File: config.mk
export PLATFORM = sky130hd
export DESIGN_NAME = three_tone_noise_sound_generator_unit_flat
export DESIGN_NICKNAME = d
export VERILOG_FILES = /design/src/rtl/core/tsg_pkg.sv /design/src/rtl/core/tsg_if.sv /design/src/rtl/core/tsg_mul.sv /design/src/rtl/core/tsg_seq.sv /design/src/rtl/core/three_tone_noise_sound_generator_unit.sv /design/src/flat_wrapper.sv
export SDC_FILE = /design/constraint.sdc
export NUM_CORES = 2
export LEC_CHECK = 0
export ABC_AREA = 1
export BUFFER_PORTS_ARGS = -buffer_cell sky130_fd_sc_hd__buf_2
export CELL_PAD_IN_SITES_DETAIL_PLACEMENT = 1
export CELL_PAD_IN_SITES_GLOBAL_PLACEMENT = 1
export CORE_MARGIN = 2
export CORE_UTILIZATION = 30
export CTS_CLUSTER_DIAMETER = 80
export DETAILED_ROUTE_END_ITERATION = 6
export PLACE_DENSITY = 0.58
export REMOVE_ABC_BUFFERS = 1
export SETUP_SLACK_MARGIN = 0.2
export SYNTH_ARGS = -nofsm -noshare
export SYNTH_HDL_FRONTEND = slang
export SYNTH_SLANG_ARGS = --single-unit
File: constraint.sdc
create_clock -name clk -period 21.9 [get_ports clk]
set_clock_uncertainty 0.1 [all_clocks]
set_input_delay 2.19 -clock clk [delete_from_list [all_inputs] [get_ports clk]]
set_output_delay 2.19 -clock clk [all_outputs]
set_load 0.01 [all_outputs]
File: src/rtl/core/tsg_pkg.sv
// Shared types and constants of the three-tone noise sound generator.
// Used by scoped names in rtl/core (all but tsg_if) and the testbench.
package tsg_pkg;

    // configuration register indexes
    localparam logic [1:0] CFG_STEP = 2'd0;
    localparam logic [1:0] CFG_GAIN = 2'd1;
    localparam logic [1:0] CFG_AMP  = 2'd2;

    // tone registers of the noise mode and of the channel 2 period
    localparam logic [2:0] TR_NOISE  = 3'd6;
    localparam logic [2:0] TR_PERIOD2 = 3'd4;

    localparam logic [19:0] STEP_RESET = 20'd12917;
    localparam logic [5:0]  GAIN_RESET = 6'd0;
    localparam logic [15:0] AMP_RESET  = 16'd16384;

    localparam logic [16:0] STEP_ONE     = 17'h10000;
    localparam logic [21:0] FULL_LEVEL   = 22'd2796117;
    localparam logic [16:0] GAIN_MUL     = 17'd67063;
    localparam logic [16:0] ATTN_MUL     = 17'd52057;
    localparam logic [16:0] NOISE_SEED   = 17'h00f35;
    localparam logic [16:0] TAP_WHITE    = 17'h14002;
    localparam logic [16:0] TAP_PERIODIC = 17'h08000;
    localparam logic signed [48:0] MIX_LIMIT = 49'sh7fff000000;

    typedef struct packed {
        logic [19:0] step;
        logic [5:0]  gain;
        logic [15:0] amp;
    } cfg_t;

    typedef struct packed {
        logic signed [25:0] a;
        logic signed [22:0] b;
    } mul_req_t;

    typedef struct packed {
        logic take;
        logic rebuild;
        logic space;
    } seq_ctl_t;

    typedef struct packed {
        logic idle;
        logic emit;
    } seq_sts_t;

endpackage

File: src/rtl/core/tsg_if.sv
// Channel interfaces of the sound generator: input words, result words
// and configuration writes. No dependencies.
interface tsg_item_if;
    logic       valid;
    logic       ready;
    logic       func;
    logic [7:0] data;
    modport source (output valid, output func, output data, input ready);
    modport sink (input valid, input func, input data, output ready);
endinterface

interface tsg_result_if;
    logic        valid;
    logic        ready;
    logic [16:0] sample;
    modport source (output valid, output sample, input ready);
    modport sink (input valid, input sample, output ready);
endinterface

interface tsg_cfg_if;
    logic        valid;
    logic        ready;
    logic [1:0]  index;
    logic [19:0] data;
    modport source (output valid, output index, output data, input ready);
    modport sink (input valid, input index, input data, output ready);
endinterface

File: src/rtl/core/tsg_mul.sv
// Shared signed multiplier with a registered product.
// Depends on tsg_pkg.
module tsg_mul (
    input  logic                clk,
    input  tsg_pkg::mul_req_t   req,
    output logic signed [48:0]  prod
);

    logic signed [48:0] prod_reg;
    logic signed [48:0] prod_next;

    assign prod_next = 49'(req.a) * 49'(req.b);

    always_ff @(posedge clk)
    begin
        prod_reg <= prod_next;
    end

    assign prod = prod_reg;

endmodule

File: src/rtl/core/tsg_seq.sv
// Sequencer and datapath: level table build, register writes, tone and
// noise stepping, mixing and scaling. Depends on tsg_pkg and tsg_mul.
module tsg_seq (
    input  logic                 clk,
    input  logic                 rst_n,
    input  tsg_pkg::cfg_t        cfg,
    input  tsg_pkg::seq_ctl_t    ctl,
    input  logic                 func,
    input  logic [7:0]           data,
    output tsg_pkg::seq_sts_t    sts,
    output logic [16:0]          sample
);

    localparam logic [3:0] S_IDLE   = 4'd0;
    localparam logic [3:0] S_BINIT  = 4'd1;
    localparam logic [3:0] S_BGAIN  = 4'd2;
    localparam logic [3:0] S_BGAINW = 4'd3;
    localparam logic [3:0] S_BATT   = 4'd4;
    localparam logic [3:0] S_BATTW  = 4'd5;
    localparam logic [3:0] S_WR     = 4'd6;
    localparam logic [3:0] S_WRP    = 4'd7;
    localparam logic [3:0] S_SIL    = 4'd8;
    localparam logic [3:0] S_TSTART = 4'd9;
    localparam logic [3:0] S_TLOOP  = 4'd10;
    localparam logic [3:0] S_TEND   = 4'd11;
    localparam logic [3:0] S_NLOOP  = 4'd12;
    localparam logic [3:0] S_MIX    = 4'd13;
    localparam logic [3:0] S_AMP    = 4'd14;
    localparam logic [3:0] S_OUT    = 4'd15;

    tsg_pkg::mul_req_t  mreq;
    logic signed [48:0] prod;

    tsg_mul u_mul (
        .clk  (clk),
        .req  (mreq),
        .prod (prod)
    );

    logic [3:0]  state_reg, state_next;
    logic [5:0]  cnt_reg, cnt_next;
    logic [3:0]  k_reg, k_next;
    logic [1:0]  ch_reg, ch_next;
    logic [23:0] g_reg, g_next;
    logic [21:0] rom_reg [16];
    logic [21:0] rom_next [16];
    logic [21:0] lvl_reg [4];
    logic [21:0] lvl_next [4];
    logic [9:0]  tr_reg [8];
    logic [9:0]  tr_next [8];
    logic [2:0]  latch_reg, latch_next;
    logic [2:0]  sel_reg, sel_next;
    logic [7:0]  data_reg, data_next;
    logic [31:0] half_reg [4];
    logic [31:0] half_next [4];
    logic signed [33:0] phase_reg [4];
    logic signed [33:0] phase_next [4];
    logic [3:0]  wave_reg, wave_next;
    logic [16:0] lfsr_reg, lfsr_next;
    logic        white_reg, white_next;
    logic signed [35:0] vacc_reg, vacc_next;
    logic signed [17:0] vol_reg [4];
    logic signed [17:0] vol_next [4];
    logic [16:0] left_reg, left_next;
    logic signed [48:0] macc_reg, macc_next;
    logic [38:0] mixc_reg, mixc_next;
    logic [55:0] aacc_reg, aacc_next;
    logic [16:0] sample_reg, sample_next;

    logic [19:0] step_eff;
    assign step_eff = (cfg.step == 20'd0) ? 20'd1 : cfg.step;

    always_comb
    begin
        logic [2:0]  wsel;
        logic [9:0]  wval;
        logic [31:0] hp;
        logic signed [33:0] tp;
        logic signed [33:0] tper;
        logic signed [33:0] tp1;
        logic signed [35:0] tv;
        logic signed [33:0] np;
        logic signed [33:0] nleft;
        logic signed [33:0] nev;
        logic signed [33:0] nph;
        logic signed [35:0] nv;
        logic [16:0] nl;
        logic        nw;
        logic [16:0] nrem;
        logic signed [48:0] msum;
        logic [55:0] atot;

        state_next  = state_reg;
        cnt_next    = cnt_reg;
        k_next      = k_reg;
        ch_next     = ch_reg;
        g_next      = g_reg;
        rom_next    = rom_reg;
        lvl_next    = lvl_reg;
        tr_next     = tr_reg;
        latch_next  = latch_reg;
        sel_next    = sel_reg;
        data_next   = data_reg;
        half_next   = half_reg;
        phase_next  = phase_reg;
        wave_next   = wave_reg;
        lfsr_next   = lfsr_reg;
        white_next  = white_reg;
        vacc_next   = vacc_reg;
        vol_next    = vol_reg;
        left_next   = left_reg;
        macc_next   = macc_reg;
        mixc_next   = mixc_reg;
        aacc_next   = aacc_reg;
        sample_next = sample_reg;
        mreq        = '0;

        wsel  = '0;
        wval  = '0;
        hp    = '0;
        tp    = phase_reg[ch_reg];
        tper  = $signed({2'b00, half_reg[ch_reg]});
        tp1   = tp + tper;
        tv    = vacc_reg;
        np    = phase_reg[3];
        nleft = $signed({17'b0, left_reg});
        nev   = '0;
        nph   = '0;
        nv    = '0;
        nl    = lfsr_reg;
        nw    = wave_reg[3];
        nrem  = '0;
        msum  = macc_reg + prod;
        atot  = aacc_reg + {20'b0, prod[35:0]};

        case (state_reg)
            S_IDLE:
            begin
                if (ctl.rebuild)
                begin
                    state_next = S_BINIT;
                end
                else if (ctl.take)
                begin
                    data_next  = data;
                    state_next = func ? S_SIL : S_WR;
                end
            end

            S_BINIT:
            begin
                g_next     = {2'b00, tsg_pkg::FULL_LEVEL};
                cnt_next   = cfg.gain;
                k_next     = '0;
                state_next = S_BGAIN;
            end

            S_BGAIN:
            begin
                if (cnt_reg != 6'd0)
                begin
                    mreq.a     = $signed({2'b00, g_reg});
                    mreq.b     = $signed({6'b0, tsg_pkg::GAIN_MUL});
                    state_next = S_BGAINW;
                end
                else
                begin
                    state_next = S_BATT;
                end
            end

            S_BGAINW:
            begin
                g_next     = 24'((prod + 49'sd32768) >>> 16);
                cnt_next   = cnt_reg - 6'd1;
                state_next = S_BGAIN;
            end

            S_BATT:
            begin
                rom_next[k_reg] = (g_reg > {2'b00, tsg_pkg::FULL_LEVEL}) ?
                                  tsg_pkg::FULL_LEVEL : g_reg[21:0];
                mreq.a = $signed({2'b00, g_reg});
                mreq.b = $signed({6'b0, tsg_pkg::ATTN_MUL});
                if (k_reg == 4'd14)
                begin
                    rom_next[15] = '0;
                    state_next   = S_IDLE;
                end
                else
                begin
                    state_next = S_BATTW;
                end
            end

            S_BATTW:
            begin
                g_next     = 24'((prod + 49'sd32768) >>> 16);
                k_next     = k_reg + 4'd1;
                state_next = S_BATT;
            end

            S_WR:
            begin
                if (data_reg[7])
                begin
                    wsel       = data_reg[6:4];
                    latch_next = wsel;
                    wval       = {tr_reg[wsel][9:4], data_reg[3:0]};
                end
                else
                begin
                    wsel = latch_reg;
                    if (!wsel[0] && wsel != tsg_pkg::TR_NOISE)
                        wval = {data_reg[5:0], tr_reg[wsel][3:0]};
                    else
                        wval = {tr_reg[wsel][9:4], data_reg[3:0]};
                end
                tr_next[wsel] = wval;
                sel_next      = wsel;
                if (!wsel[0] && wsel != tsg_pkg::TR_NOISE)
                begin
                    mreq.a     = $signed({6'b0, step_eff});
                    mreq.b     = $signed({13'b0, wval});
                    state_next = S_WRP;
                end
                else if (wsel == tsg_pkg::TR_NOISE)
                begin
                    white_next = wval[2];
                    if (wval[1:0] == 2'b11)
                        half_next[3] = {half_reg[2][30:0], 1'b0};
                    else
                        half_next[3] = {12'b0, step_eff} << (3'd5 + {1'b0, wval[1:0]});
                    lfsr_next    = tsg_pkg::NOISE_SEED;
                    wave_next[3] = tsg_pkg::NOISE_SEED[0];
                    state_next   = S_IDLE;
                end
                else
                begin
                    lvl_next[wsel[2:1]] = rom_reg[data_reg[3:0]];
                    state_next          = S_IDLE;
                end
            end

            S_WRP:
            begin
                hp = (prod[29:0] == 30'd0) ? {12'b0, step_eff} : {2'b00, prod[29:0]};
                half_next[sel_reg[2:1]] = hp;
                if (sel_reg == tsg_pkg::TR_PERIOD2 &&
                    tr_reg[tsg_pkg::TR_NOISE][1:0] == 2'b11)
                    half_next[3] = {hp[30:0], 1'b0};
                state_next = S_IDLE;
            end

            S_SIL:
            begin
                // silent channels get one extra sample of count
                for (int i = 0; i < 4; i++)
                begin
                    if (lvl_reg[i] == 22'd0 &&
                        phase_reg[i] <= $signed({17'b0, tsg_pkg::STEP_ONE}))
                        phase_next[i] = phase_reg[i] + $signed({17'b0, tsg_pkg::STEP_ONE});
                end
                ch_next    = 2'd0;
                state_next = S_TSTART;
            end

            S_TSTART:
            begin
                vacc_next = wave_reg[ch_reg] ? 36'(tp) : 36'sd0;
                phase_next[ch_reg] = tp - $signed({17'b0, tsg_pkg::STEP_ONE});
                state_next = S_TLOOP;
            end

            S_TLOOP:
            begin
                // one full period per cycle until the count turns positive
                if (tp <= 34'sd0)
                begin
                    if (tp1 > 34'sd0)
                    begin
                        wave_next[ch_reg]  = !wave_reg[ch_reg];
                        phase_next[ch_reg] = tp1;
                        if (!wave_reg[ch_reg])
                            vacc_next = vacc_reg + 36'(tper);
                        state_next = S_TEND;
                    end
                    else
                    begin
                        phase_next[ch_reg] = tp1 + tper;
                        vacc_next          = vacc_reg + 36'(tper);
                    end
                end
                else
                begin
                    state_next = S_TEND;
                end
            end

            S_TEND:
            begin
                if (wave_reg[ch_reg])
                    tv = vacc_reg - 36'(tp);
                vol_next[ch_reg] = tv[17:0];
                if (ch_reg == 2'd2)
                begin
                    vacc_next  = '0;
                    left_next  = tsg_pkg::STEP_ONE;
                    state_next = S_NLOOP;
                end
                else
                begin
                    ch_next    = ch_reg + 2'd1;
                    state_next = S_TSTART;
                end
            end

            S_NLOOP:
            begin
                nev = (np < nleft) ? np : nleft;
                if (nev < 34'sd0)
                    nev = '0;
                nv  = vacc_reg + (wave_reg[3] ? 36'(np) : 36'sd0);
                nph = np - nev;
                if (nph <= 34'sd0)
                begin
                    if (nl[0])
                        nl = nl ^ (white_reg ? tsg_pkg::TAP_WHITE : tsg_pkg::TAP_PERIODIC);
                    nl  = nl >> 1;
                    nw  = nl[0];
                    nph = nph + $signed({2'b00, half_reg[3]});
                    if (nw)
                        nv = nv + $signed({4'b0, half_reg[3]});
                end
                if (nw)
                    nv = nv - 36'(nph);
                nrem          = left_reg - nev[16:0];
                lfsr_next     = nl;
                wave_next[3]  = nw;
                phase_next[3] = nph;
                vacc_next     = nv;
                left_next     = nrem;
                if (nrem == 17'd0)
                begin
                    vol_next[3] = nv[17:0];
                    k_next      = '0;
                    state_next  = S_MIX;
                end
            end

            S_MIX:
            begin
                if (k_reg < 4'd4)
                begin
                    mreq.a = $signed({4'b0, lvl_reg[k_reg[1:0]]});
                    mreq.b = 23'(vol_reg[k_reg[1:0]]);
                end
                macc_next = (k_reg == 4'd0) ? 49'sd0 : msum;
                if (k_reg == 4'd4)
                begin
                    if (msum < 49'sd0)
                        mixc_next = '0;
                    else if (msum > tsg_pkg::MIX_LIMIT)
                        mixc_next = tsg_pkg::MIX_LIMIT[38:0];
                    else
                        mixc_next = msum[38:0];
                    k_next     = '0;
                    state_next = S_AMP;
                end
                else
                begin
                    k_next = k_reg + 4'd1;
                end
            end

            S_AMP:
            begin
                mreq.b = $signed({7'b0, cfg.amp});
                if (k_reg == 4'd0)
                begin
                    mreq.a = $signed({7'b0, mixc_reg[38:20]});
                    k_next = 4'd1;
                end
                else if (k_reg == 4'd1)
                begin
                    mreq.a    = $signed({6'b0, mixc_reg[19:0]});
                    aacc_next = {prod[35:0], 20'b0};
                    k_next    = 4'd2;
                end
                else
                begin
                    sample_next = atot[54:38];
                    state_next  = S_OUT;
                end
            end

            S_OUT:
            begin
                if (ctl.space)
                    state_next = S_IDLE;
            end

            default:
            begin
                state_next = S_IDLE;
            end
        endcase
    end

    always_ff @(posedge clk or negedge rst_n)
    begin
        if (!rst_n)
        begin
            state_reg <= S_BINIT;
            latch_reg <= '0;
            lfsr_reg  <= tsg_pkg::NOISE_SEED;
            white_reg <= 1'b0;
            wave_reg  <= {tsg_pkg::NOISE_SEED[0], 3'b000};
            for (int i = 0; i < 4; i++)
            begin
                lvl_reg[i]       <= '0;
                half_reg[i]      <= {12'b0, tsg_pkg::STEP_RESET};
                phase_reg[i]     <= $signed({14'b0, tsg_pkg::STEP_RESET});
                tr_reg[2 * i]     <= 10'd0;
                tr_reg[2 * i + 1] <= 10'd15;
            end
        end
        else
        begin
            state_reg <= state_next;
            latch_reg <= latch_next;
            lfsr_reg  <= lfsr_next;
            white_reg <= white_next;
            wave_reg  <= wave_next;
            lvl_reg   <= lvl_next;
            half_reg  <= half_next;
            phase_reg <= phase_next;
            tr_reg    <= tr_next;
        end
    end

    always_ff @(posedge clk)
    begin
        cnt_reg    <= cnt_next;
        k_reg      <= k_next;
        ch_reg     <= ch_next;
        g_reg      <= g_next;
        rom_reg    <= rom_next;
        sel_reg    <= sel_next;
        data_reg   <= data_next;
        vacc_reg   <= vacc_next;
        vol_reg    <= vol_next;
        left_reg   <= left_next;
        macc_reg   <= macc_next;
        mixc_reg   <= mixc_next;
        aacc_reg   <= aacc_next;
        sample_reg <= sample_next;
    end

    assign sts.idle = (state_reg == S_IDLE);
    assign sts.emit = (state_reg == S_OUT) && ctl.space;
    assign sample   = sample_reg;

endmodule

File: src/rtl/core/three_tone_noise_sound_generator_unit.sv
// Top level of the three-tone noise sound generator: configuration
// registers, result register and the sequencer. Depends on tsg_pkg,
// tsg_if and tsg_seq.
//
//   channel  role    payload               word
//   item     sink    func[0], data[7:0]    one register byte or one tick
//   result   source  sample[16:0]          one mixed sample per tick
//   cfg      sink    index[1:0], data[19:0] one register write
//
// A register byte runs S_WR, and S_WRP after it for a period byte. A tick
// runs S_SIL, per tone channel S_TSTART, S_TLOOP passes that each skip two
// half periods and S_TEND, S_NLOOP passes over the noise events, S_MIX,
// S_AMP and S_OUT; short periods lengthen it. The level table is rebuilt
// after reset and each gain write; item and cfg are not ready meanwhile.
// A finished sample waits in the result register; the next item is taken
// while it waits, and a later tick holds until the register frees up.
module three_tone_noise_sound_generator_unit (
    input  logic         clk,
    input  logic         rst_n,
    tsg_item_if.sink     item,
    tsg_result_if.source result,
    tsg_cfg_if.sink      cfg
);

    logic [19:0] step_reg;
    logic [5:0]  gain_reg;
    logic [15:0] amp_reg;
    logic        res_valid_reg, res_valid_next;
    logic [16:0] res_sample_reg;

    tsg_pkg::cfg_t     cfg_val;
    tsg_pkg::seq_ctl_t ctl;
    tsg_pkg::seq_sts_t sts;
    logic [16:0]       seq_sample;
    logic              cfg_take;

    assign cfg.ready  = sts.idle;
    assign item.ready = sts.idle && !cfg.valid;
    assign cfg_take   = cfg.valid && sts.idle;

    assign cfg_val.step = step_reg;
    assign cfg_val.gain = gain_reg;
    assign cfg_val.amp  = amp_reg;

    assign ctl.take    = item.valid && item.ready;
    assign ctl.rebuild = cfg_take && (cfg.index == tsg_pkg::CFG_GAIN);
    assign ctl.space   = !res_valid_reg || result.ready;

    tsg_seq u_seq (
        .clk    (clk),
        .rst_n  (rst_n),
        .cfg    (cfg_val),
        .ctl    (ctl),
        .func   (item.func),
        .data   (item.data),
        .sts    (sts),
        .sample (seq_sample)
    );

    always_ff @(posedge clk or negedge rst_n)
    begin
        if (!rst_n)
        begin
            step_reg <= tsg_pkg::STEP_RESET;
            gain_reg <= tsg_pkg::GAIN_RESET;
            amp_reg  <= tsg_pkg::AMP_RESET;
        end
        else if (cfg_take)
        begin
            case (cfg.index)
                tsg_pkg::CFG_STEP: step_reg <= cfg.data;
                tsg_pkg::CFG_GAIN: gain_reg <= cfg.data[5:0];
                tsg_pkg::CFG_AMP:  amp_reg  <= cfg.data[15:0];
                default:           ;
            endcase
        end
    end

    // hold the sample until taken; load a new one over a word being taken
    always_comb
    begin
        res_valid_next = res_valid_reg;
        if (sts.emit)
            res_valid_next = 1'b1;
        else if (result.ready)
            res_valid_next = 1'b0;
    end

    always_ff @(posedge clk or negedge rst_n)
    begin
        if (!rst_n)
            res_valid_reg <= 1'b0;
        else
            res_valid_reg <= res_valid_next;
    end

    always_ff @(posedge clk)
    begin
        if (sts.emit)
            res_sample_reg <= seq_sample;
    end

    assign result.valid  = res_valid_reg;
    assign result.sample = res_sample_reg;

endmodule

File: src/flat_wrapper.sv
// flat-port wrapper written by rule: the top's interface ports become plain ports
module three_tone_noise_sound_generator_unit_flat 
  (clk, rst_n, item_valid, item_func, item_data, item_ready, result_valid, result_sample, result_ready, cfg_valid, cfg_index, cfg_data, cfg_ready);
  tsg_item_if item_i ();
  tsg_result_if result_i ();
  tsg_cfg_if cfg_i ();
  input  logic clk;
  input  logic rst_n;
  input wire logic [$bits(item_i.valid)-1:0] item_valid;
  input wire logic [$bits(item_i.func)-1:0] item_func;
  input wire logic [$bits(item_i.data)-1:0] item_data;
  output wire logic [$bits(item_i.ready)-1:0] item_ready;
  output wire logic [$bits(result_i.valid)-1:0] result_valid;
  output wire logic [$bits(result_i.sample)-1:0] result_sample;
  input wire logic [$bits(result_i.ready)-1:0] result_ready;
  input wire logic [$bits(cfg_i.valid)-1:0] cfg_valid;
  input wire logic [$bits(cfg_i.index)-1:0] cfg_index;
  input wire logic [$bits(cfg_i.data)-1:0] cfg_data;
  output wire logic [$bits(cfg_i.ready)-1:0] cfg_ready;
  assign item_i.valid = item_valid;
  assign item_i.func = item_func;
  assign item_i.data = item_data;
  assign item_ready = item_i.ready;
  assign result_valid = result_i.valid;
  assign result_sample = result_i.sample;
  assign result_i.ready = result_ready;
  assign cfg_i.valid = cfg_valid;
  assign cfg_i.index = cfg_index;
  assign cfg_i.data = cfg_data;
  assign cfg_ready = cfg_i.ready;
  three_tone_noise_sound_generator_unit u_core (.clk(clk), .rst_n(rst_n), .item(item_i), .result(result_i), .cfg(cfg_i));
endmodule
==> flow_summary.json <==
{
  "gr-usage-all-layers_pct": 26.5,
  "cts.sinks": 1189,
  "io_buffers": 55,
  "synth_edf_count": 663,
  "core_um2": 322000,
  "grt_overflow_total": 0,
  "period_needed_ps": 11140,
  "wire_per_inst_um": 26.3,
  "ys_seq_area_share_pct": 33.9,
  "finalHoldViolCount": 0,
  "clock_latency_ps": 890,
  "reg2reg_to": "u_core.u_seq.u_mul.prod[45]",
  "hpwlAfterDp_um": 347000,
  "final_cell_area_um2": 107000,
  "drtAntennaViolNets": 0,
  "critPathMaxStageDelay_ps": 1040,
  "slew_headroom_pct": 2.86,
  "die_h_um": 573,
  "vias_per_cell": 5.31,
  "place_area_um2": 102000,
  "start_util_pct": 30.2,
  "worstSetupPathType": "reg2reg",
  "clk_root_buffer_cell": "clkbuf_16",
  "cap_violations": 0,
  "synth_cells": 12600,
  "slew_violations": 0,
  "fmax_mhz": 89.8,
  "crit_path_max_fanout": 22,
  "cts_buffers": 159,
  "period_share_pct": 50.9,
  "num_vias": 89800,
  "end_kind": "register",
  "rows": 208,
  "grt_pass1_vias": 93500,
  "reg2reg_from": "u_core.u_seq.data_reg[7]",
  "crit_path_frequent_cell": "inv_1",
  "netlist-cell-type-count": 86,
  "synth_area_um2": 97100,
  "cpMaxStageDelayCell": "a21oi_1",
  "htreeDepth": 4,
  "rsz0062_at_grt": "no",
  "total_power_mw": 19.8,
  "drc_errors": 0,
  "hold_path.class": "reg2reg",
  "area_growth_syn_to_layout_pct": 10.6,
  "regToRegSetupSlack_ps": 10760,
  "fin_nets": 13500,
  "die_area_um2": 328000,
  "powerDensity_nw_per_um2": 185,
  "path_clk_slew_ps": 60,
  "die_w_um": 573,
  "drtIter0Drc": 6293,
  "cts_tree": "done",
  "status": "finished clean",
  "largest_register_ffs": 352,
  "finalWirelength_um": 444000,
  "finalSetupTns_ps": 0,
  "yosysWarningCount": 0,
  "p_leak_nw": 47.3,
  "drive_gt1_share_pct": 6.17,
  "dr.pass1.iters": 6,
  "layout_commonest_cell": "nand2_1",
  "ff2ff_path_depth": 35,
  "grt_pass1_wl_um": 650000,
  "startpoint_type": "register",
  "synth.avg_cell_area_um2": 7.74,
  "hp-start": "u_core.u_seq.tr_reg[24]",
  "critPathArrivalTime_ps": 11750,
  "ys.flop_type": "edfxtp_1",
  "whs_ps": 277,
  "mostFrequentLayoutCells": "2818 x nand2_1, 1825 x inv_1, 1193 x o21ai_0",
  "grt_max_degree": 172,
  "cts.repair.resized": 0,
  "clock_path_buffers": 4,
  "finalSetupViolations": 0,
  "worstPathRequired_ps": 22510,
  "hold_buffers": 0,
  "async_reset_ff_share_pct": 40.2,
  "cp-endpoint": "u_core.u_seq.u_mul.prod[45]",
  "antenna_found_initial": 22,
  "ioPinCount": 56,
  "peakVddDrop_v": 0.000163,
  "tightest_slew_ps": 1440,
  "cts_setup_buffers": 0,
  "ys_seq_elements": 1189,
  "crit_start": "u_core.u_seq.data_reg[7]",
  "gp_congestion": 0.945
}
-- routing by layer --
| layer | track usage (%) | up-vias | part of all wire [%] |
|---|---|---|---|
| li1 | - | 41200 | - |
| met3 | 2.77 | 624 | 4.4 |
| met2 | 45.0 | 2249 | 48 |
| met5 | 0 | - | 0.013 |
| met4 | 11.7 | 8 | 5.1 |
| met1 | 34.0 | 45700 | 43 |
-- critical path, delay by kind of cell (launching register included) --
| family | cells | cell delay (ps) |
|---|---|---|
| compound gates | 7 | 2440 |
| flops | 1 | 640 |
| fa+ha+maj | 8 | 4040 |
| xor+xnor | 1 | 170 |
| simple gates | 9 | 1190 |
| buf+inv | 10 | 2420 |
-- area by class of cell --
class                   count  area [um^2]
diodes                     20         50.0
clock buffers             205         4360
clock inverters            84          825
fillers                 38900       214000
inverters                1862         7010
multi-input cells        8987        55100
flip-flops and latches   1189        32900
well taps                4305         5390
repair buffers            241         1710
-- stage by stage --
step	util (%)	std cells	setup WS [ps]
global placement	31.8	16600	11030
detailed placement	31.8	16600	10920
CTS	33.4	16900	10820
floorplan	-	12000	9720
global route	33.4	16900	10120
finish	33.4	16900	10760
-- worst min path at each step --
stage               cells past startpoint  slack (ps)                      end
floorplan                               0         250  u_core.u_seq.tr_reg[14]
global placement                        0         270  u_core.u_seq.tr_reg[69]
detailed placement                      0         270  u_core.u_seq.tr_reg[24]
CTS                                     0         280  u_core.u_seq.tr_reg[64]
global route                            0         290  u_core.u_seq.tr_reg[64]
finish                                  0         280  u_core.u_seq.tr_reg[24]
-- cells in the mapped netlist, types with 48 or more instances --
library cell	count	area share, %
a21oi_1	830	4.3
a31oi_1	105	0.68
buf_2	56	0.29
clkbuf_1	409	1.6
dfrtp_1	395	10
dfstp_2	83	2.2
dfxtp_1	48	0.99
edfxtp_1	663	21
fa_1	473	9.8
ha_1	527	6.8
inv_1	1830	7.1
mux2i_1	90	0.93
nand2_1	2820	11
nand3_1	528	2.7
nand4_1	109	0.70
nor2_1	1080	4.2
nor3_1	125	0.64
nor4_1	74	0.48
o211ai_1	130	1.0
o21ai_0	1196	6.2
o22ai_1	57	0.37
xnor2_1	104	0.94
xor2_1	158	1.4
-- cells by family (layout without fill, tap and decap cells) --
group	after synthesis	in the layout	synth area share, %
and+or+nand+nor	4873	4873	20.7
AOI/OAI and AO/OA	2744	2744	15.9
buffers and inverters	2389	2392	9.59
DFF	1189	1189	33.9
adders and majority gates	1000	1000	16.5
xor gates and xnor gates	264	264	2.41
muxes	91	91	0.939
other	2	35	0.00773
-- power by group --
group | switching, mW | internal, mW
sequential | 0.642 | 3.00
clock | 1.13 | 1.53
combinational | 9.65 | 3.88
Power figures use the tool's default switching activity.
